==> config.mk <==
export PLATFORM = sky130hd
export DESIGN_NAME = seven_segment_mux_driver
export DESIGN_NICKNAME = d
export VERILOG_FILES = /design/src/hdl/sdd_pkg.sv /design/src/hdl/sdd_fifo.sv /design/src/hdl/sdd_front.sv /design/src/hdl/sdd_back.sv /design/src/hdl/seven_segment_mux_driver.sv
export SDC_FILE = /design/constraint.sdc
export NUM_CORES = 1
export LEC_CHECK = 0
export BUFFER_PORTS_ARGS = -buffer_cell sky130_fd_sc_hd__buf_2
export CAP_MARGIN = 20
export CORE_ASPECT_RATIO = 0.7
export CORE_UTILIZATION = 48
export DETAILED_ROUTE_END_ITERATION = 10
export PLACE_DENSITY = 0.76
export SLEW_MARGIN = 20
export SYNTH_ARGS = -nofsm -noshare
export SYNTH_HDL_FRONTEND = slang
export SYNTH_SLANG_ARGS = --single-unit
==> constraint.sdc <==
create_clock -name clk -period 2.6 [get_ports clk]
set_input_delay 0.26 -clock clk [delete_from_list [all_inputs] [get_ports clk]]
set_output_delay 0.26 -clock clk [all_outputs]
set_load 0.005 [all_outputs]
==> src/hdl/sdd_pkg.sv <==
// Shared types, constants and the character font of the seven-segment driver.
// Depends on nothing; the front, back, top level and bench import it.
package sdd_pkg;

  // Default number of multiplexed digits
  localparam int NUM_DIGITS_DEF = 3;
  // Depth of the command queue and of the result queue
  localparam int QUEUE_DEPTH = 2;
  // Digit selects that the select field can show
  localparam int SEL_DIGITS = 3;

  localparam logic [7:0] CHAR_DOT         = 8'h2E;
  localparam logic [7:0] CHAR_NONE        = 8'h00;
  localparam logic [7:0] GLYPH_EIGHT      = 8'h7F;
  localparam logic [7:0] GLYPH_UNDERSCORE = 8'h08;
  localparam logic [7:0] GLYPH_BLANK      = 8'h00;
  localparam int         POINT_BIT        = 7;
  localparam logic [2:0] DRIVE_OFF        = 3'b111;

  // Operation codes on the input port
  typedef enum logic [2:0] {
    OP_TICK  = 3'd0,
    OP_CHAR  = 3'd1,
    OP_POINT = 3'd2,
    OP_TEST  = 3'd3,
    OP_OFF   = 3'd4
  } op_t;

  // Command kinds after classification
  typedef enum logic [2:0] {
    K_TICK,
    K_DOT,
    K_GLYPH,
    K_NONE,
    K_POINT,
    K_TEST,
    K_OFF,
    K_NOP
  } cmd_kind_t;

  typedef struct packed {
    cmd_kind_t  kind;
    logic [7:0] glyph;
    logic       last;
    logic [1:0] pos;
    logic       flag;
  } cmd_t;

  typedef struct packed {
    logic [7:0] segments;
    logic [2:0] digit_enable_n;
    logic       test_active;
  } res_t;

  // Map a character to segments A..G; unknown codes show an underscore
  function automatic logic [7:0] font_lookup(input logic [7:0] c);
    logic [7:0] g;
    unique case (c)
      8'h2D:   g = 8'h40; // '-'
      8'h20:   g = 8'h00; // ' '
      8'h30:   g = 8'h3F;
      8'h31:   g = 8'h06;
      8'h32:   g = 8'h5B;
      8'h33:   g = 8'h4F;
      8'h34:   g = 8'h66;
      8'h35:   g = 8'h6D;
      8'h36:   g = 8'h7D;
      8'h37:   g = 8'h07;
      8'h38:   g = 8'h7F;
      8'h39:   g = 8'h6F;
      8'h41:   g = 8'h77; // 'A'
      8'h42:   g = 8'h7C;
      8'h43:   g = 8'h39;
      8'h44:   g = 8'h5E;
      8'h45:   g = 8'h79;
      8'h46:   g = 8'h71;
      8'h48:   g = 8'h76;
      8'h4C:   g = 8'h38;
      8'h4E:   g = 8'h37;
      8'h4F:   g = 8'h3F;
      8'h50:   g = 8'h73;
      8'h52:   g = 8'h31;
      default: g = GLYPH_UNDERSCORE;
    endcase
    return g;
  endfunction

endpackage

==> src/hdl/sdd_fifo.sv <==
// Small register queue used between front and back and on the result side.
// Depends on nothing outside this file.
module sdd_fifo #(
  parameter int WIDTH = 8,
  parameter int DEPTH = 2
) (
  input  logic             clk,
  input  logic             rst_n,
  input  logic             wr_en,
  input  logic [WIDTH-1:0] wr_data,
  output logic             full,
  input  logic             rd_en,
  output logic [WIDTH-1:0] rd_data,
  output logic             empty
);

  localparam int PTR_W = (DEPTH > 1) ? $clog2(DEPTH) : 1;
  localparam int CNT_W = $clog2(DEPTH + 1);

  logic [WIDTH-1:0] mem_r [DEPTH];
  logic [PTR_W-1:0] wr_ptr_r, rd_ptr_r;
  logic [CNT_W-1:0] count_r;
  logic             do_wr, do_rd;

  assign full  = (count_r == CNT_W'(DEPTH));
  assign empty = (count_r == '0);
  assign do_wr = wr_en & ~full;
  assign do_rd = rd_en & ~empty;
  assign rd_data = mem_r[rd_ptr_r];

  // Advance pointers and occupancy on each transfer
  always_ff @(posedge clk) begin
    if (!rst_n) begin
      wr_ptr_r <= '0;
      rd_ptr_r <= '0;
      count_r  <= '0;
    end else begin
      if (do_wr) begin
        wr_ptr_r <= (wr_ptr_r == PTR_W'(DEPTH - 1)) ? '0 : wr_ptr_r + 1'b1;
      end
      if (do_rd) begin
        rd_ptr_r <= (rd_ptr_r == PTR_W'(DEPTH - 1)) ? '0 : rd_ptr_r + 1'b1;
      end
      if (do_wr && !do_rd) begin
        count_r <= count_r + 1'b1;
      end else if (do_rd && !do_wr) begin
        count_r <= count_r - 1'b1;
      end
    end
  end

  // Store the entry
  always_ff @(posedge clk) begin
    if (do_wr) begin
      mem_r[wr_ptr_r] <= wr_data;
    end
  end

endmodule

==> src/hdl/sdd_front.sv <==
// Front end: decodes an input item into a command and looks up its glyph.
// Depends on sdd_pkg.
module sdd_front import sdd_pkg::*; (
  input  logic [2:0] op,
  input  logic [7:0] char_code,
  input  logic       last_char,
  input  logic [1:0] digit_pos,
  input  logic       flag,
  output cmd_t       cmd
);

  // Classify the operation and the character
  always_comb begin
    cmd.glyph = font_lookup(char_code);
    cmd.last  = last_char;
    cmd.pos   = digit_pos;
    cmd.flag  = flag;
    unique case (op)
      OP_TICK:  cmd.kind = K_TICK;
      OP_CHAR: begin
        if (char_code == CHAR_DOT) begin
          cmd.kind = K_DOT;
        end else if (char_code == CHAR_NONE) begin
          cmd.kind = K_NONE;
        end else begin
          cmd.kind = K_GLYPH;
        end
      end
      OP_POINT: cmd.kind = K_POINT;
      OP_TEST:  cmd.kind = K_TEST;
      OP_OFF:   cmd.kind = K_OFF;
      default:  cmd.kind = K_NOP;
    endcase
  end

endmodule

==> src/hdl/sdd_back.sv <==
// Back end: executes commands on the display state and forms each result.
// Depends on sdd_pkg.
module sdd_back import sdd_pkg::*; #(
  parameter int NUM_DIGITS = NUM_DIGITS_DEF
) (
  input  logic clk,
  input  logic rst_n,
  input  cmd_t cmd,
  input  logic cmd_valid,
  output logic cmd_take,
  input  logic res_ready,
  output res_t res,
  output logic res_valid
);

  localparam int IDX_W = (NUM_DIGITS > 1) ? $clog2(NUM_DIGITS) : 1;
  localparam int CNT_W = $clog2(NUM_DIGITS + 1);

  logic [7:0]       gbuf_r  [NUM_DIGITS];
  logic [7:0]       gbuf_nxt[NUM_DIGITS];
  // Staged glyphs, newest at index 0 (already right-justified)
  logic [7:0]       stage_r  [NUM_DIGITS];
  logic [7:0]       stage_nxt[NUM_DIGITS];
  logic [CNT_W-1:0] cnt_r, cnt_nxt;
  logic             ovf_r, ovf_nxt;
  logic             prev_dot_r, prev_dot_nxt;
  logic             test_r, test_nxt;
  logic             off_r, off_nxt;
  logic [IDX_W-1:0] scan_r, scan_nxt;
  logic [7:0]       seg_r, seg_nxt;
  logic [2:0]       drive_r, drive_nxt;
  logic             push_en;
  logic [7:0]       push_g;

  assign cmd_take  = cmd_valid & res_ready;
  assign res_valid = cmd_take;
  assign res       = '{segments: seg_nxt, digit_enable_n: drive_nxt, test_active: test_nxt};

  // Work out the state after the current command
  always_comb begin
    gbuf_nxt     = gbuf_r;
    stage_nxt    = stage_r;
    cnt_nxt      = cnt_r;
    ovf_nxt      = ovf_r;
    prev_dot_nxt = prev_dot_r;
    test_nxt     = test_r;
    off_nxt      = off_r;
    scan_nxt     = scan_r;
    seg_nxt      = seg_r;
    drive_nxt    = drive_r;
    push_en      = 1'b0;
    push_g       = GLYPH_UNDERSCORE;
    unique case (cmd.kind)
      K_TICK: begin
        drive_nxt = DRIVE_OFF;
        if (!off_r) begin
          seg_nxt = gbuf_r[scan_r];
          if (32'(scan_r) < SEL_DIGITS) begin
            drive_nxt = ~(3'b001 << scan_r);
          end
          scan_nxt = (scan_r == IDX_W'(NUM_DIGITS - 1)) ? '0 : scan_r + 1'b1;
        end
      end
      K_DOT, K_GLYPH, K_NONE: begin
        if (cmd.kind == K_DOT) begin
          if (!prev_dot_r) begin
            // Light the point of the glyph just staged
            if (!ovf_r && cnt_r != '0) begin
              stage_nxt[0][POINT_BIT] = 1'b1;
            end
          end else begin
            push_en = 1'b1;
          end
          prev_dot_nxt = 1'b1;
        end else if (cmd.kind == K_GLYPH) begin
          push_en      = 1'b1;
          push_g       = cmd.glyph;
          prev_dot_nxt = 1'b0;
        end
        // Stage a glyph, or drop it once the digits are used up
        if (push_en) begin
          if (!ovf_r && cnt_r < CNT_W'(NUM_DIGITS)) begin
            stage_nxt[0] = push_g;
            for (int i = 1; i < NUM_DIGITS; i++) begin
              stage_nxt[i] = stage_r[i-1];
            end
            cnt_nxt = cnt_r + 1'b1;
          end else begin
            ovf_nxt = 1'b1;
          end
        end
        // Commit the layout unless test mode holds the display, and restart staging
        if (cmd.last) begin
          if (!test_r) begin
            for (int p = 0; p < NUM_DIGITS; p++) begin
              gbuf_nxt[p] = (CNT_W'(p) < cnt_nxt) ? stage_nxt[p] : GLYPH_BLANK;
            end
          end
          cnt_nxt      = '0;
          ovf_nxt      = 1'b0;
          prev_dot_nxt = 1'b1;
        end
      end
      K_POINT: begin
        if (32'(cmd.pos) < NUM_DIGITS) begin
          gbuf_nxt[IDX_W'(cmd.pos)][POINT_BIT] = cmd.flag;
        end
      end
      K_TEST: begin
        // Entering test mode shows 888
        if (!test_r && cmd.flag) begin
          for (int p = 0; p < NUM_DIGITS; p++) begin
            gbuf_nxt[p] = (p < SEL_DIGITS) ? GLYPH_EIGHT : GLYPH_BLANK;
          end
        end
        test_nxt = cmd.flag;
      end
      K_OFF:   off_nxt = cmd.flag;
      default: ;
    endcase
  end

  // Update state on each executed command
  always_ff @(posedge clk) begin
    if (!rst_n) begin
      for (int p = 0; p < NUM_DIGITS; p++) begin
        gbuf_r[p]  <= GLYPH_EIGHT;
        stage_r[p] <= GLYPH_BLANK;
      end
      cnt_r      <= '0;
      ovf_r      <= 1'b0;
      prev_dot_r <= 1'b1;
      test_r     <= 1'b1;
      off_r      <= 1'b0;
      scan_r     <= '0;
      seg_r      <= '0;
      drive_r    <= DRIVE_OFF;
    end else if (cmd_take) begin
      gbuf_r     <= gbuf_nxt;
      stage_r    <= stage_nxt;
      cnt_r      <= cnt_nxt;
      ovf_r      <= ovf_nxt;
      prev_dot_r <= prev_dot_nxt;
      test_r     <= test_nxt;
      off_r      <= off_nxt;
      scan_r     <= scan_nxt;
      seg_r      <= seg_nxt;
      drive_r    <= drive_nxt;
    end
  end

endmodule

==> src/hdl/seven_segment_mux_driver.sv <==
// Top level of the multiplexed seven-segment driver: front, command queue,
// back end and result queue. Depends on sdd_pkg, sdd_front, sdd_fifo, sdd_back.
//
//   channel   handshake        payload
//   input     push / full      in_op, in_char_code, in_last_char, in_digit_pos, in_flag
//   result    empty / pop      out_segments, out_digit_enable_n, out_test_active
//
// One item per cycle sustained while results are popped; every item gives exactly one result.
// A pushed item is written into the command queue, executed by the back end
// and written into the result queue, whose head drives the result ports until
// it is popped; a full result queue holds it back in the command queue.
// Both queues hold two entries; a stalled pop fills the result queue, then
// the command queue, and only then raises full.
// Synchronous reset empties both queues and loads 888 with test mode on.
module seven_segment_mux_driver import sdd_pkg::*; #(
  parameter int NUM_DIGITS = NUM_DIGITS_DEF
) (
  input  logic       clk,
  input  logic       rst_n,
  input  logic       push,
  output logic       full,
  input  logic [2:0] in_op,
  input  logic [7:0] in_char_code,
  input  logic       in_last_char,
  input  logic [1:0] in_digit_pos,
  input  logic       in_flag,
  output logic       empty,
  input  logic       pop,
  output logic [7:0] out_segments,
  output logic [2:0] out_digit_enable_n,
  output logic       out_test_active
);

  cmd_t cmd_in, cmd_q;
  logic cmd_empty, cmd_take;
  res_t res_in, res_q;
  logic res_valid, res_full;

  // Classify incoming items
  sdd_front u_front (
    .op        (in_op),
    .char_code (in_char_code),
    .last_char (in_last_char),
    .digit_pos (in_digit_pos),
    .flag      (in_flag),
    .cmd       (cmd_in)
  );

  // Hold commands between front and back
  sdd_fifo #(.WIDTH($bits(cmd_t)), .DEPTH(QUEUE_DEPTH)) u_cmd_q (
    .clk     (clk),
    .rst_n   (rst_n),
    .wr_en   (push),
    .wr_data (cmd_in),
    .full    (full),
    .rd_en   (cmd_take),
    .rd_data (cmd_q),
    .empty   (cmd_empty)
  );

  // Execute commands
  sdd_back #(.NUM_DIGITS(NUM_DIGITS)) u_back (
    .clk       (clk),
    .rst_n     (rst_n),
    .cmd       (cmd_q),
    .cmd_valid (~cmd_empty),
    .cmd_take  (cmd_take),
    .res_ready (~res_full),
    .res       (res_in),
    .res_valid (res_valid)
  );

  // Hold results until transferred
  sdd_fifo #(.WIDTH($bits(res_t)), .DEPTH(QUEUE_DEPTH)) u_res_q (
    .clk     (clk),
    .rst_n   (rst_n),
    .wr_en   (res_valid),
    .wr_data (res_in),
    .full    (res_full),
    .rd_en   (pop),
    .rd_data (res_q),
    .empty   (empty)
  );

  assign out_segments       = res_q.segments;
  assign out_digit_enable_n = res_q.digit_enable_n;
  assign out_test_active    = res_q.test_active;

endmodule

==> results of run 1 <==
sequential cells by signal, summed over array words and instances (netlist names), 2 cells and up, named ones only:
name             cells
u_cmd_q.mem_r       28
u_back.gbuf_r       24
u_back.stage_r      24
u_res_q.mem_r       24
u_back.seg_r         8
u_back.drive_r       3
u_back.cnt_r         2
u_back.scan_r        2
u_cmd_q.count_r      2
u_res_q.count_r      2
cell usage in the layout (no fill, tap or decap), drive strengths merged, types with 3 or more instances in the layout:
cell      instances
nand2            84
dfxtp            77
nor2             76
edfxtp           52
buf              51
a21oi            36
o21ai            35
mux2i            26
mux2             23
a21boi           21
nor2b            18
clkbuf           18
inv              14
and2             12
nor3             11
nand3            10
nand3b            9
o221a             9
a22oi             8
o211a             8
a32oi             8
o22a              8
a311oi            7
o211ai            7
nand2b            7
clkinv            6
o22ai             5
xor2              5
xnor2             5
or3b              5
o311ai            4
ha                4
clkinvlp          4
nor3b             4
a21o              3
a31oi             3
bufinv            3
o221ai            3
layer usage:
metal  vias up  GRT usage  routed length (um)
li1       2500          -                   -
met5         -          0                   0
met4         0     0.0786                 228
met3        21     0.0414                 827
met2       181      0.335                6420
met1      2436      0.293                6810
worst reg2reg max path: cells and delay by family, from the launching register on:
family / cells / cell delay, ns
AOI/OAI and AO/OA: 1 / 0.24
DFF: 1 / 0.49
muxes: 1 / 0.46
and+or+nand+nor: 3 / 1.14
stage by stage:
step            util  cells  worst slack, ns  total power, W  instance area (sq um)
6_report       0.567    897            0.157         0.00677                   7500
5_1_grt        0.567    897           0.0302         0.00708                   7500
4_1_cts        0.563    896           0.0481         0.00677                   7450
3_5_place_dp   0.518    864           0.0346         0.00439                   6850
3_3_place_gp   0.518    864            0.145         0.00431                   6850
2_1_floorplan      -    672            0.479         0.00388                   6530
worst max-delay path by stage:
stage	from	to	slack [ns]	depth (start not counted)
after global routing	flip-flop	u_back.gbuf_r[22]	0.03	8
after CTS	flip-flop	u_back.gbuf_r[22]	0.05	7
after floorplan	u_cmd_q.mem_r[0][13]	u_back.stage_r[18]	0.48	7
final	flip-flop	u_back.stage_r[22]	0.16	5
after detailed placement	flip-flop	u_back.gbuf_r[18]	0.03	7
after global placement	flip-flop	u_back.gbuf_r[22]	0.15	7
what timing repair did:
item / in CTS / in global routing
setup endpoints to repair: 6 / 39
gates resized for setup: 1 / 6
hold buffers: 0 / 0
setup buffers: 0 / 1
pin swaps: 0 / 1
kinds of logic after synthesis:
logic type / after synthesis / synth area share
mux: 49 / 0.0815
flops: 129 / 0.475
fa+ha+maj: 4 / 0.00767
compound gates: 178 / 0.199
simple gates: 246 / 0.182
buf+inv: 56 / 0.0408
xor+xnor: 10 / 0.0134
area by class of cell:
type	instances	area, sq um
fillers	1116	5730
well taps	185	231
clock buffers	18	429
clock inverters	14	165
repair buffers	51	328
inverters	13	48.8
multi-input cells	487	3190
flip-flops and latches	129	3100
power by group:
group / internal (W) / leakage, nW / switching [W]
combinational: 0.000757 / 1.39 / 0.000941
clock: 0.00150 / 0.280 / 0.000864
sequential: 0.00250 / 1.11 / 0.000206
total: 0.00476 / 2.78 / 0.00201
==> metrics.md, run 1 <==
| Metric | Value |
|---|---|
| H-tree Lvls | 4 |
| Yosys reg bits | approximately 130 |
| # IOs | 33 |
| Slowest CP cell | or4_1 |
| Critical Path Fanout Max | 22 |
| Slew Viols, Final | 0 |
| Clk_lat worst skew | between 0.4 and 0.5 ns |
| Ranking of synthesized cells by area | edfxtp_1, dfxtp_1, nand2_1 |
| Inserted Diodes | 0 |
| Vias per cell | 5.73 |
| Worst EP arrival | approximately 2.7 ns |
| Main flop type after synthesis | dfxtp_1 |
| GPL Wtd Cong | around 0.94 |
| DRT iter0 DRCs | ~370 |
| Fin crit period | approximately 2.4 ns |
| Outcome | completed |
| VDD IR max | approximately 0.0005 V |
| CTS buffer count | 17 |
| # port buffers | 32 |
| Critical path buffers and inverters | 0 |
| Largest net degree at the start of global routing | 58 |
| Synth cell count leaders | nand2_1, dfxtp_1, nor2_1 |
| Worst setup SP type | flip-flop |
| DR vias | roughly 5,000 |
| Area Overhead vs Synth | 14.9% |
| Layout Nets | just over 700 |
| Fin. Hold Viols | 0 |
| Crit path capture type | flip-flop |
| Synth top area share | 0.239 |
| Hold path startpoint | in_flag |
| Detailed Route WL | roughly 14,000 um |
| Clock Skews | between 0.008 and 0.009 ns |
| Count leader, synth | nand2_1 |
| Total congestion overflow | 0 |
| CTS tree | built |
| Fmax | about 410 MHz |
| Fraction of registers with async set/reset | 0 |
| Final hold slack | ~0.036 ns |
| Period utilization | 0.940 |
| Share of layout cells above drive strength 1 | 0.195 |
| Path depth of the worst reg2reg path | 5 |
| Post-synth EDFFs | 52 |
| Kind of critical path | flip-flop to flip-flop |
| RSZ-0062 raised after global routing | false |
| Initial DRT Pass Iterations | 7 |
| Largest delay share family, worst path | simple AND/OR/NAND/NOR gates |
| Die area | 14,100 sq um |
| Initial Util | 0.493 |
| Syn Inst Count | about 670 |
| CORE AREA | 13,200 sq um |
| Syn avg cell area | between 9 and 10 sq um |
| WP data required | slightly below 3 ns |
| Crit-path max cell delay | approximately 0.66 ns |
| Post-route ant nets | 0 |
| Top cell type by total area after synthesis | edfxtp_1 |
| First-pass GRT wire length | between 20,000 and 25,000 um |
| Area of the mapped netlist | between 6000 and 7000 sq um |
| Pwr dens | about 900 nW/um^2 |
| Worst Tran Pin Value | 0.741 ns |
| Clock Sink Count | between 100 and 150 |
| Hold path cells | 1 |
| # Max-Cap Violations | 0 |
| Total negative slack | 0 ns |
| Post-DP HPWL | 9870 um |
| YS warnings | 0 |
| Worst-path clk slew | 0.06 ns |
| R2R setup slack | 0.16 ns |
| Die X-Extent | 141 um |
| Post-Syn Nets | approximately 700 |
| Root buf cell | clkbuf_16 |
| Drt drc | 0 |
| CP cell instances | mux2_2 -> or4_1 -> or2_4 -> a22oi_1 -> nor2b_1 |
| Antenna violations before repair | 0 |
| Longest Clk Path Bufs | 2 |
| Row count | 35 |
| Netlist cell types | a little under 70 |
| Register area share after synthesis | 0.475 |
| Slew headroom | 0.505 |
| Hold Crit Endpoint | u_cmd_q.mem_r[0][0] |
| Leakage | approximately 2.8 nW |
| Final Setup Violations | 0 |
| R2R Path End | u_back.stage_r[22] |
| Worst min path class | input port to flip-flop |
| GRT Resource Usage Total | 0.213 |
| Average wire per standard cell | 15.9 um |
| Vias in the first global route | about 4,900 |
| Die Span Y | between 90 and 100 um |
Power figures use the tool's default switching activity.
==> inputs of run 2 (changes only) <==
--- a/config.mk
+++ b/config.mk
@@ -9,7 +9,9 @@
 export CAP_MARGIN = 20
 export CORE_ASPECT_RATIO = 0.7
 export CORE_UTILIZATION = 48
+export CTS_BUF_LIST = sky130_fd_sc_hd__clkbuf_16
 export DETAILED_ROUTE_END_ITERATION = 10
+export GPL_ROUTABILITY_DRIVEN = 0
 export PLACE_DENSITY = 0.76
 export SLEW_MARGIN = 20
 export SYNTH_ARGS = -nofsm -noshare
==> constraint.sdc (replaced) <==
create_clock -name clk -period 2.62 [get_ports clk]
set_input_delay 0.262 -clock clk [delete_from_list [all_inputs] [get_ports clk]]
set_output_delay 0.262 -clock clk [all_outputs]
set_load 0.005 [all_outputs]
==> metrics.md, run 2 (synthesized netlist as in run 1, its figures left out) <==
| Metric | Value |
|---|---|
| Initial Util | 0.493 |
| RSZ-0062 raised after global routing | false |
| Longest Clk Path Bufs | 2 |
| Largest delay share family, worst path | simple AND/OR/NAND/NOR gates |
| WP data required | between 2 and 3 ns |
| Slew Viols, Final | 0 |
| Outcome | completed |
| Slew headroom | 0.518 |
| CTS tree | built |
| Fin crit period | roughly 2.4 ns |
| Internal cell power | 0.00472 W |
| Worst min path class | input port to flip-flop |
| Largest net degree at the start of global routing | 58 |
| Final Setup Violations | 0 |
| Post-DP HPWL | 9870 um |
| Layout Nets | 722 |
| CTS buffer count | 17 |
| Final-layout fill cell count | ~1,100 |
| Top reg by flops | u_cmd_q.mem_r |
| Sw frac | 0.298 |
| First-pass GRT wire length | between 20,000 and 25,000 um |
| Clock Sink Count | 129 |
| Area Overhead vs Synth | 14.8% |
| H-tree Lvls | 4 |
| Vias per cell | about 5.8 |
| Period utilization | 0.931 |
| CORE AREA | between 10,000 and 15,000 sq um |
| Die area | about 14,000 sq um |
| Vias in the first global route | 4,881 |
| Net Switching | ~0.0020 W |
| Worst-path clk slew | approximately 0.060 ns |
| Commonest non-fill, non-tap cell in the layout | nand2_1 |
| Die Span Y | roughly 100 um |
| Logic gate share of total power | 0.251 |
| GRT Resource Usage Total | 0.213 |
| Drt drc | 0 |
| Slowest CP cell | or4_1 |
| DRT iter0 DRCs | between 400 and 500 |
| Share of layout cells above drive strength 1 | 0.194 |
| Worst EP arrival | between 2 and 3 ns |
| Worst setup SP type | flip-flop |
| CP cell instances | mux2_2 -> or4_1 -> or2_4 -> a22oi_1 -> nor2b_1 |
| Total congestion overflow | 0 |
| Inserted Diodes | 0 |
| Hold_buf cts | 0 |
| Die X-Extent | 141 um |
| PnR Total Power | roughly 0.0067 W |
| Kind of critical path | flip-flop to flip-flop |
| Critical path buffers and inverters | 0 |
| Post-route ant nets | 0 |
| Crit-path max cell delay | ~0.66 ns |
| Pwr dens | ~900 nW/um^2 |
| Fin. Hold Viols | 0 |
| Flop pwr share | 0.400 |
| Root buf cell | clkbuf_16 |
| VDD IR max | just over 0.0005 V |
| # Max-Cap Violations | 0 |
| Total negative slack | 0 ns |
| Crit path capture type | flip-flop |
| Critical Path Fanout Max | 22 |
| DR vias | 5,174 |
| Antenna violations before repair | 0 |
| # IOs | 33 |
| Leakage | about 2.8 nW |
| Max reg flops | 28 |
| Commonest non-fill, non-tap cells in the layout | nand2_1, dfxtp_1, nor2_1, edfxtp_1, a21oi_1 |
| Clk pwr share | 0.349 |
| Clk_lat worst skew | roughly 0.41 ns |
| Worst Tran Pin Value | 0.721 ns |
| Detailed Route WL | 14,300 um |
| Clock Skews | between 0.01 and 0.015 ns |
| Average wire per standard cell | about 16 um |
| Fmax | 410 MHz |
| Initial DRT Pass Iterations | 5 |
| Row count | 35 |
| Final hold slack | approximately 0.035 ns |
| # port buffers | 32 |
==> run 2: cell count changes in the layout (fill, tap and decap cells not counted) <==
cell / change
inv_1: +1
nor3b_2: -1
nor3b_1: +1
clkbuf_1: -1
==> run 2: stage by stage <==
| step | instances | util | area (sq um) | worst slack [ns] |
|---|---|---|---|---|
| 2_1_floorplan | 672 | - | 6530 | 0.499 |
| 3_3_place_gp | 864 | 0.518 | 6850 | 0.165 |
| 3_5_place_dp | 864 | 0.518 | 6850 | 0.0546 |
| 4_1_cts | 896 | 0.563 | 7450 | 0.00797 |
| 5_1_grt | 897 | 0.567 | 7490 | 0.0139 |
| 6_report | 897 | 0.567 | 7490 | 0.180 |
==> run 2: routing by layer <==
metal / track usage / share of wire
met3: 0.0414 / 0.062
met4: 0.0786 / 0.017
met1: 0.293 / 0.47
met5: 0 / 0
met2: 0.335 / 0.45
==> run 2: final cells by class <==
class                      count  area, sq um  share of cell area
clock buffer                  17          425              0.0568
clock inverter                15          169              0.0225
inverter                      13         48.8             0.00651
multi-input combinational    487         3190               0.425
sequential                   129         3100               0.414
tap                          185          231              0.0309
timing repair buffer          51          328              0.0438
==> run 2: power by group through the flow <==
stage / combinational [W] / sequential, W / clock [W]
2_1_floorplan: 0.00122 / 0.00263 / 0
3_3_place_gp: 0.00158 / 0.00270 / 0
3_5_place_dp: 0.00164 / 0.00272 / 0
4_1_cts: 0.00166 / 0.00268 / 0.00237
5_1_grt: 0.00185 / 0.00272 / 0.00245
6_report: 0.00168 / 0.00269 / 0.00235
==> run 2: path summary, 6_finish.rpt <==
| kind | from | to | slack [ns] | cells after the start |
|---|---|---|---|---|
| setup reg to reg | flip-flop | u_back.stage_r[22] | 0.18 | 5 |
| hold / removal | in_flag | u_cmd_q.mem_r[0][0] | 0.03 | 1 |
| setup / recovery | flip-flop | u_back.stage_r[22] | 0.18 | 5 |
| hold reg to reg | u_back.stage_r[1] | u_back.stage_r[1] | 0.46 | 2 |
==> run 2: timing repair <==
item / in CTS / in global routing
resized for setup: 0 / 6
buffers inserted: 0 / 1
setup endpoints to repair: 0 / 36
